File: config.mk
export PLATFORM = sky130hd
export DESIGN_NAME = skin_conductance_frame_decoder_core
export DESIGN_NICKNAME = d
export VERILOG_FILES = /design/src/rtl/core/skcd_pkg.sv /design/src/rtl/core/skin_conductance_frame_decoder_core.sv
export VERILOG_INCLUDE_DIRS = /design/src /design/src/rtl/core
export SDC_FILE = /design/constraint.sdc
export NUM_CORES = 1
export LEC_CHECK = 0
export BUFFER_PORTS_ARGS = -buffer_cell sky130_fd_sc_hd__buf_2
export CAP_MARGIN = 0
export CORE_MARGIN = 4
export CORE_UTILIZATION = 40
export CTS_CLUSTER_SIZE = 25
export DETAILED_ROUTE_END_ITERATION = 7
export PLACE_DENSITY = 0.54
export SETUP_SLACK_MARGIN = 0.5
export SLEW_MARGIN = 5
export SYNTH_ARGS = -nofsm -noshare
export SYNTH_HDL_FRONTEND = slang
export SYNTH_SLANG_ARGS = --single-unit
File: constraint.sdc
create_clock -name i_clk -period 12.4 [get_ports i_clk]
set_input_delay 2.48 -clock i_clk [delete_from_list [all_inputs] [get_ports i_clk]]
set_output_delay 2.48 -clock i_clk [all_outputs]
set_load 0.1 [all_outputs]
File: src/rtl/core/assert_macros.svh
// Assertion macros shared by the skin-conductance decoder RTL.
// No dependencies; include with the bare file name.
`ifndef ASSERT_MACROS_SVH
`define ASSERT_MACROS_SVH

// Check that a condition holds at every clock edge out of reset.
`define ASSERT_ALWAYS(lbl, clk, rstn, cond, msg) \
    lbl: assert property (@(posedge clk) disable iff (!rstn) (cond)) else $error(msg);

// Check that a consequent holds in the same cycle as its antecedent.
`define ASSERT_IMPLIES(lbl, clk, rstn, ante, cons, msg) \
    lbl: assert property (@(posedge clk) disable iff (!rstn) (ante) |-> (cons)) else $error(msg);

`endif

File: src/rtl/core/skcd_pkg.sv
// Constants and types for the skin-conductance frame decoder.
// No dependencies.
package skcd_pkg;

    localparam int unsigned InBytes  = 1;
    localparam int unsigned CodeW    = 13;
    localparam int unsigned ResW     = 22;
    localparam int unsigned CondW    = 21;
    localparam int unsigned OutDataW = 56;   // 13 + 22 + 21, already whole bytes

    // Frame phases
    localparam logic [1:0] PhaseHigh = 2'd3;
    localparam logic [1:0] PhaseMid  = 2'd2;
    localparam logic [1:0] PhaseLow  = 2'd1;

    // Byte class limits
    localparam logic [7:0] ByteLimit = 8'd63;
    localparam logic [7:0] HighBase  = 8'd32;
    localparam logic [7:0] MidBase   = 8'd16;

    localparam logic [8:0]  ResPerCode = 9'd500;
    localparam logic [29:0] CondNum    = 30'd1000000000;

    // The quotient fits in 21 bits, so the top 9 dividend bits seed the remainder
    localparam logic [4:0]  DivLastBit = 5'(CondW - 1);

    typedef enum logic [3:0] {
        S_IDLE = 4'b0001,
        S_MUL  = 4'b0010,
        S_DIV  = 4'b0100,
        S_DONE = 4'b1000
    } t_state;

endpackage

File: src/rtl/core/skin_conductance_frame_decoder_core.sv
// Skin-conductance frame decoder: frame rebuild, scaling and bit-serial division.
// Depends on skcd_pkg and assert_macros.svh.
//
//  channel   | dir | beat content
//  ----------+-----+---------------------------------------------------------------
//  s_axis    | in  | tdata = rx_byte, tuser = operation (1 = stop), tlast = batch_end
//  m_axis    | out | tdata = raw_code, resistance, conductance
//
// A beat that does not complete a reported frame leaves the block idle and
// ready for the next beat. A frame-completing beat while output is enabled
// latches the code, then runs the 13x9 multiply, the restoring divider (one
// quotient bit a cycle) and the load of the output register.
// The output register holds a result while m_axis stalls; beats are taken
// meanwhile; the next divide result waits for it to empty and holds off beats.
// Synchronous active-low reset: phase to expect-high, output disabled, no beats.
`include "assert_macros.svh"

module skin_conductance_frame_decoder_core (
    input  logic                          i_clk,
    input  logic                          i_rst_n,
    // Slave stream
    input  logic                          i_s_axis_tvalid,
    output logic                          o_s_axis_tready,
    input  logic [8*skcd_pkg::InBytes-1:0] i_s_axis_tdata,  // [7:0] rx_byte
    input  logic                          i_s_axis_tlast,   // batch_end
    input  logic                          i_s_axis_tuser,   // [0] operation
    // Master stream
    output logic                          o_m_axis_tvalid,
    input  logic                          i_m_axis_tready,
    output logic [skcd_pkg::OutDataW-1:0] o_m_axis_tdata    // [12:0] raw_code,
                                                            // [34:13] resistance,
                                                            // [55:35] conductance
);
    import skcd_pkg::*;

    // Control state
    t_state              r_state, n_state;
    logic [1:0]          r_phase, n_phase;
    logic                r_en, n_en;
    logic [4:0]          r_cnt, n_cnt;
    logic                r_out_valid, n_out_valid;

    // Datapath
    logic [CodeW-1:0]    r_partial, n_partial;
    logic [CodeW-1:0]    r_code, n_code;
    logic [ResW-1:0]     r_res, n_res;
    logic [ResW-1:0]     r_rem, n_rem;
    logic [CondW-1:0]    r_quot, n_quot;
    logic [OutDataW-1:0] r_out_data, n_out_data;

    logic                w_accept;
    logic [7:0]          w_byte;
    logic [CodeW-1:0]    w_sum;
    logic [ResW:0]       w_trial;
    logic [ResW:0]       w_diff;
    logic                w_out_free;

    assign w_accept   = i_s_axis_tvalid && o_s_axis_tready;
    assign w_byte     = i_s_axis_tdata[7:0];
    // Low byte closes the frame; its value is the low nibble
    assign w_sum      = r_partial + CodeW'(w_byte[3:0]);
    // One restoring step: shift in the next dividend bit, try to subtract
    assign w_trial    = {r_rem, CondNum[r_cnt]};
    assign w_diff     = w_trial - {1'b0, r_res};
    assign w_out_free = !r_out_valid || i_m_axis_tready;

    always_comb begin
        n_state     = r_state;
        n_phase     = r_phase;
        n_en        = r_en;
        n_cnt       = r_cnt;
        n_partial   = r_partial;
        n_code      = r_code;
        n_res       = r_res;
        n_rem       = r_rem;
        n_quot      = r_quot;
        n_out_data  = r_out_data;
        n_out_valid = r_out_valid;

        // Drop the held result once the sink takes it
        if (r_out_valid && i_m_axis_tready) begin
            n_out_valid = 1'b0;
        end

        unique case (r_state)
            S_IDLE: begin
                if (w_accept) begin
                    if (i_s_axis_tuser) begin
                        // Stop: resync phase, disable output, keep the partial code
                        n_phase = PhaseHigh;
                        n_en    = 1'b0;
                    end else begin
                        if (w_byte < ByteLimit) begin
                            if (w_byte >= HighBase && r_phase == PhaseHigh) begin
                                n_phase   = PhaseMid;
                                n_partial = {w_byte[4:0], 8'd0};
                            end else if (w_byte >= MidBase && w_byte < HighBase &&
                                         r_phase == PhaseMid) begin
                                n_phase   = PhaseLow;
                                n_partial = r_partial + {5'd0, w_byte[3:0], 4'd0};
                            end else if (w_byte < MidBase && r_phase == PhaseLow) begin
                                n_phase   = PhaseHigh;
                                n_partial = (w_sum == '0) ? CodeW'(1) : w_sum;
                                n_code    = n_partial;
                                // Report only if enabled before this beat
                                if (r_en) begin
                                    n_state = S_MUL;
                                end
                            end
                        end
                        // Batch end enables output after this beat
                        if (i_s_axis_tlast) begin
                            n_en = 1'b1;
                        end
                    end
                end
            end
            S_MUL: begin
                n_res   = ResW'(r_code * ResPerCode);
                n_rem   = ResW'(CondNum[29:CondW]);
                n_quot  = '0;
                n_cnt   = DivLastBit;
                n_state = S_DIV;
            end
            S_DIV: begin
                if (!w_diff[ResW]) begin
                    n_rem  = w_diff[ResW-1:0];
                    n_quot = {r_quot[CondW-2:0], 1'b1};
                end else begin
                    n_rem  = w_trial[ResW-1:0];
                    n_quot = {r_quot[CondW-2:0], 1'b0};
                end
                if (r_cnt == '0) begin
                    n_state = S_DONE;
                end else begin
                    n_cnt = r_cnt - 5'd1;
                end
            end
            S_DONE: begin
                // Hold until the output register is free, then load it
                if (w_out_free) begin
                    n_out_data  = {r_quot, r_res, r_code};
                    n_out_valid = 1'b1;
                    n_state     = S_IDLE;
                end
            end
            default: begin
                n_state = S_IDLE;
            end
        endcase
    end

    always_ff @(posedge i_clk) begin
        if (!i_rst_n) begin
            r_state     <= S_IDLE;
            r_phase     <= PhaseHigh;
            r_en        <= 1'b0;
            r_cnt       <= '0;
            r_out_valid <= 1'b0;
            r_partial   <= '0;
        end else begin
            r_state     <= n_state;
            r_phase     <= n_phase;
            r_en        <= n_en;
            r_cnt       <= n_cnt;
            r_out_valid <= n_out_valid;
            r_partial   <= n_partial;
        end
    end

    always_ff @(posedge i_clk) begin
        r_code     <= n_code;
        r_res      <= n_res;
        r_rem      <= n_rem;
        r_quot     <= n_quot;
        r_out_data <= n_out_data;
    end

    assign o_s_axis_tready = (r_state == S_IDLE);
    assign o_m_axis_tvalid = r_out_valid;
    assign o_m_axis_tdata  = r_out_data;

    // Phase zero is unreachable from reset
    `ASSERT_ALWAYS(a_phase_nonzero, i_clk, i_rst_n, r_phase != 2'd0, "frame phase reached zero")
    // Restoring remainder stays below the divisor
    `ASSERT_IMPLIES(a_rem_below_res, i_clk, i_rst_n, r_state == S_DIV, r_rem < r_res, "divider remainder not below divisor")
    // Bit counter never runs past the quotient width
    `ASSERT_IMPLIES(a_cnt_range, i_clk, i_rst_n, r_state == S_DIV, r_cnt <= DivLastBit, "divider bit counter out of range")
    // A reported code is never zero
    `ASSERT_IMPLIES(a_code_nonzero, i_clk, i_rst_n, r_out_valid, r_out_data[CodeW-1:0] != '0, "reported code is zero")

endmodule
==> results by group <==
Drt
  • Vias: 6,157
  • DRC: 0
  • Met2 Wirelength: 8.76 mm
  • Initial drt markers: 305
  • Post-route ant nets: 0
  • M1 wire length: 8.92 mm
  • TritonRoute pass-1 iters: 6
  • DR vias/cell: 4.96
  • Met3 Wirelength: 602 um
  • Final WL: around 19 mm
  • Wire length per cell: 14.9 um
  • Highest metal layer with signal wires: met4

STA
  • Tcrit/Tclk final: 0.393
  • Fmax: 205 MHz
  • Clock skew: 0.0136 ns
  • Endpoints failing hold: 0
  • Worst-Margin Slew: 1.13 ns
  • Worst path setup slack after routing: approximately 7.5 ns
  • Sum Neg Setup Slack: 0 ns
  • Fin crit period: 4.87 ns
  • Slew headroom: 0.243
  • Slew Viols, Final: 0
  • RSZ-0062 raised after global routing: false
  • # setup viols final: 0

Clock tree
  • TritonCTS Sinks: between 150 and 200
  • CTS Hold Bufs: 0
  • TritonCTS Buffers: 17
  • Post-CTS Setup Inserts: 0
  • TritonCTS clock tree: done
  • Clock Tree Buf Depth: 2
  • H-tree Lvls: 4
  • Post_cts resized: 0
  • Clock transition at path regs: 0.07 ns
  • CTS root buf: clkbuf_16
  • Clk_lat worst skew: 0.43 ns

Worst setup path
  • CP Class: input port to register
  • Required time worst endpoint: roughly 13 ns
  • Worst setup EP type: register
  • Worst EP arrival: 5.20 ns
  • Worst-path maximum fanout: 13
  • Startpoint Class: input port

Placed design
  • DP Worst Slack: roughly 7.1 ns
  • Number of port buffers: 69
  • Post-DP HPWL: 13.6 mm
  • Dpl cell area: 10,300 um^2
  • RD Place Congestion: 0.842

Floorplan
  • Die area: 26,500 um^2
  • Die Y: between 150 and 200 um
  • Die W: approximately 160 um
  • Core area: 23,500 um^2
  • Row count: 56
  • Initial Utilization: 0.407
  • Top Ports: about 70

Global route
  • Largest net degree at the start of global routing: 55
  • Total Routing Usage GR: 0.145
  • Vias in the first global route: 5,976
  • First-pass GRT wire length: 30.6 mm
  • Grt total ovfl: 0
  • Initial antenna violation count: 0

Layout
  • Antenna Cells: 0
  • Layout Nets: 1,046
  • Share of cells above drive strength 1: 0.142
  • Area growth syn-to-layout: 13.3%
  • Fin util: 0.461
  • Finished Cell Area: 10,900 um^2

Logic synthesis
  • Netlist Area Pre-Place: 9590 um^2
  • Dominant synthesized flop cell: edfxtp_1
  • Top post-synthesis cells by count: edfxtp_1 (130), inv_1 (111), ha_1 (78), fa_1 (45)
  • Syn Area/Cell: 11.4 um^2
  • #FFs+latches synth: 157
  • Dominant cells by area after synthesis: edfxtp_1 (41%), ha_1 (10%), fa_1 (9.4%), dfxtp_1 (5.6%), inv_1 (4.3%)
  • Post-synth cell types: 72
  • Area leader, netlist: edfxtp_1
  • Post-synthesis sequential area ratio: 0.463
  • Post-synth ARST share: 0
  • Mapped Cells: roughly 840
  • Share of the synthesized area in the top cell type: 0.407
  • Number of synthesis warnings: 0
  • Post-synth EDFFs: 130
  • Top-count cell post-synth: edfxtp_1

Pwr
  • Pwr per Cell Area: 132 nW/um^2
  • Leakage: 4.46 nW
  • Gate power share: 0.197
  • Reg power frac: 0.439
  • Int Power: roughly 0.00096 W
  • Switching power: 0.000477 W
  • Clock power frac: 0.365
  • Sw Ratio: 0.333
  • Total power: 0.00143 W
  • Worst vdd ir: between 0.07 and 0.08 mV

Flow run
  • Max-cap violations: 0

Status
  • Status: finished, final reports clean

Hold path
  • Hold Path Class: register to register
[power by group through the flow]
stage	sequential, W	clock, W	combinational (W)
floorplan	0.000699	0	0.000173
global placement	0.000641	0	0.000284
global route	0.000633	0.000560	0.000308
CTS	0.000630	0.000537	0.000285
finish	0.000629	0.000523	0.000282
detailed placement	0.000641	0	0.000284
[placed cells by master, fill, tap and decap left out, types with 9 or more instances in the layout]
cell type / synthesis / final
a211oi_1: 10 / 10
a21o_1: 14 / 14
a21oi_1: 36 / 36
and2_1: 31 / 31
and3_1: 9 / 9
buf_2: 2 / 69
clkbuf_16: 0 / 17
dfxtp_1: 27 / 27
edfxtp_1: 130 / 130
fa_1: 45 / 45
ha_1: 78 / 78
inv_1: 111 / 111
mux2i_1: 11 / 11
nand2_1: 42 / 41
nand3_1: 21 / 21
nor2_1: 42 / 42
nor2b_1: 13 / 12
nor3_1: 13 / 13
o211ai_1: 10 / 10
o21ai_0: 25 / 25
xnor2_1: 32 / 32
xor2_1: 9 / 9
[state kept, by name (all words and copies together), names as in the netlist]
name / count
r_state: 4
r_res: 20
r_quot: 21
r_partial: 13
r_phase: 2
w_diff: 1
o_m_axis_tvalid: 1
r_code: 13
r_rem: 22
r_cnt: 5
o_m_axis_tdata: 54
r_en: 1
[worst paths after layout]
path / startpoint / endpoint / slack [ns] / cells past startpoint
setup / recovery: i_s_axis_tdata[7] / r_partial[0]$_SDFFE_PN0P_ / 7.53 / 9
hold / removal: r_quot[20]$_SDFFCE_PP0P_ / o_m_axis_tdata[55]$_DFFE_PP_ / 0.42 / 0
setup reg to reg: r_code[0]$_DFFE_PP_ / r_res[19]$_DFFE_PP_ / 7.73 / 14
hold reg to reg: r_quot[20]$_SDFFCE_PP0P_ / o_m_axis_tdata[55]$_DFFE_PP_ / 0.42 / 0
[cells by family (layout without fill, tap and decap cells)]
logic type      after synthesis  count (layout)  synth area share
compound gates              164             164             0.120
xor+xnor                     41              41            0.0374
fa+ha+maj                   123             123             0.196
buf+inv                     133             216            0.0554
flops                       157             157             0.463
mux                          12              12            0.0127
other cells                   1               2          0.000391
simple gates                207             207             0.115
[layer usage]
layer | GRT usage | up-vias
met5 | 0 | -
met4 | 0.0396 | 0
met3 | 0.0319 | 16
met2 | 0.237 | 81
met1 | 0.197 | 2949
li1 | - | 3111
[area by class of cell]
type / instances / area (um^2)
Tap cell: 319 / 399
Multi-Input combinational cell: 549 / 4640
Clock inverter: 15 / 166
Clock buffer: 17 / 425
Sequential cell: 157 / 4440
Fill cell: 2257 / 12700
Timing Repair Buffer: 73 / 375
Inverter: 111 / 417
[worst max-delay path: stages]
cell,delay (ns)
buf_2,0.11
or3_4,0.40
nor3_2,0.70
a21oi_1,0.06
or4_1,0.63
nor2_4,0.25
nand2_1,0.15
and3_1,0.21
a41o_1,0.20
[per-stage QoR]
| step | hold WS [ns] | std cells |
|---|---|---|
| after floorplan | 0.400 | 839 |
| after global placement | 0.407 | 1209 |
| after detailed placement | 0.407 | 1209 |
| after CTS | 0.423 | 1241 |
| after global routing | 0.435 | 1241 |
| final | 0.421 | 1241 |
No activity file was read; power rests on OpenSTA's default activity.
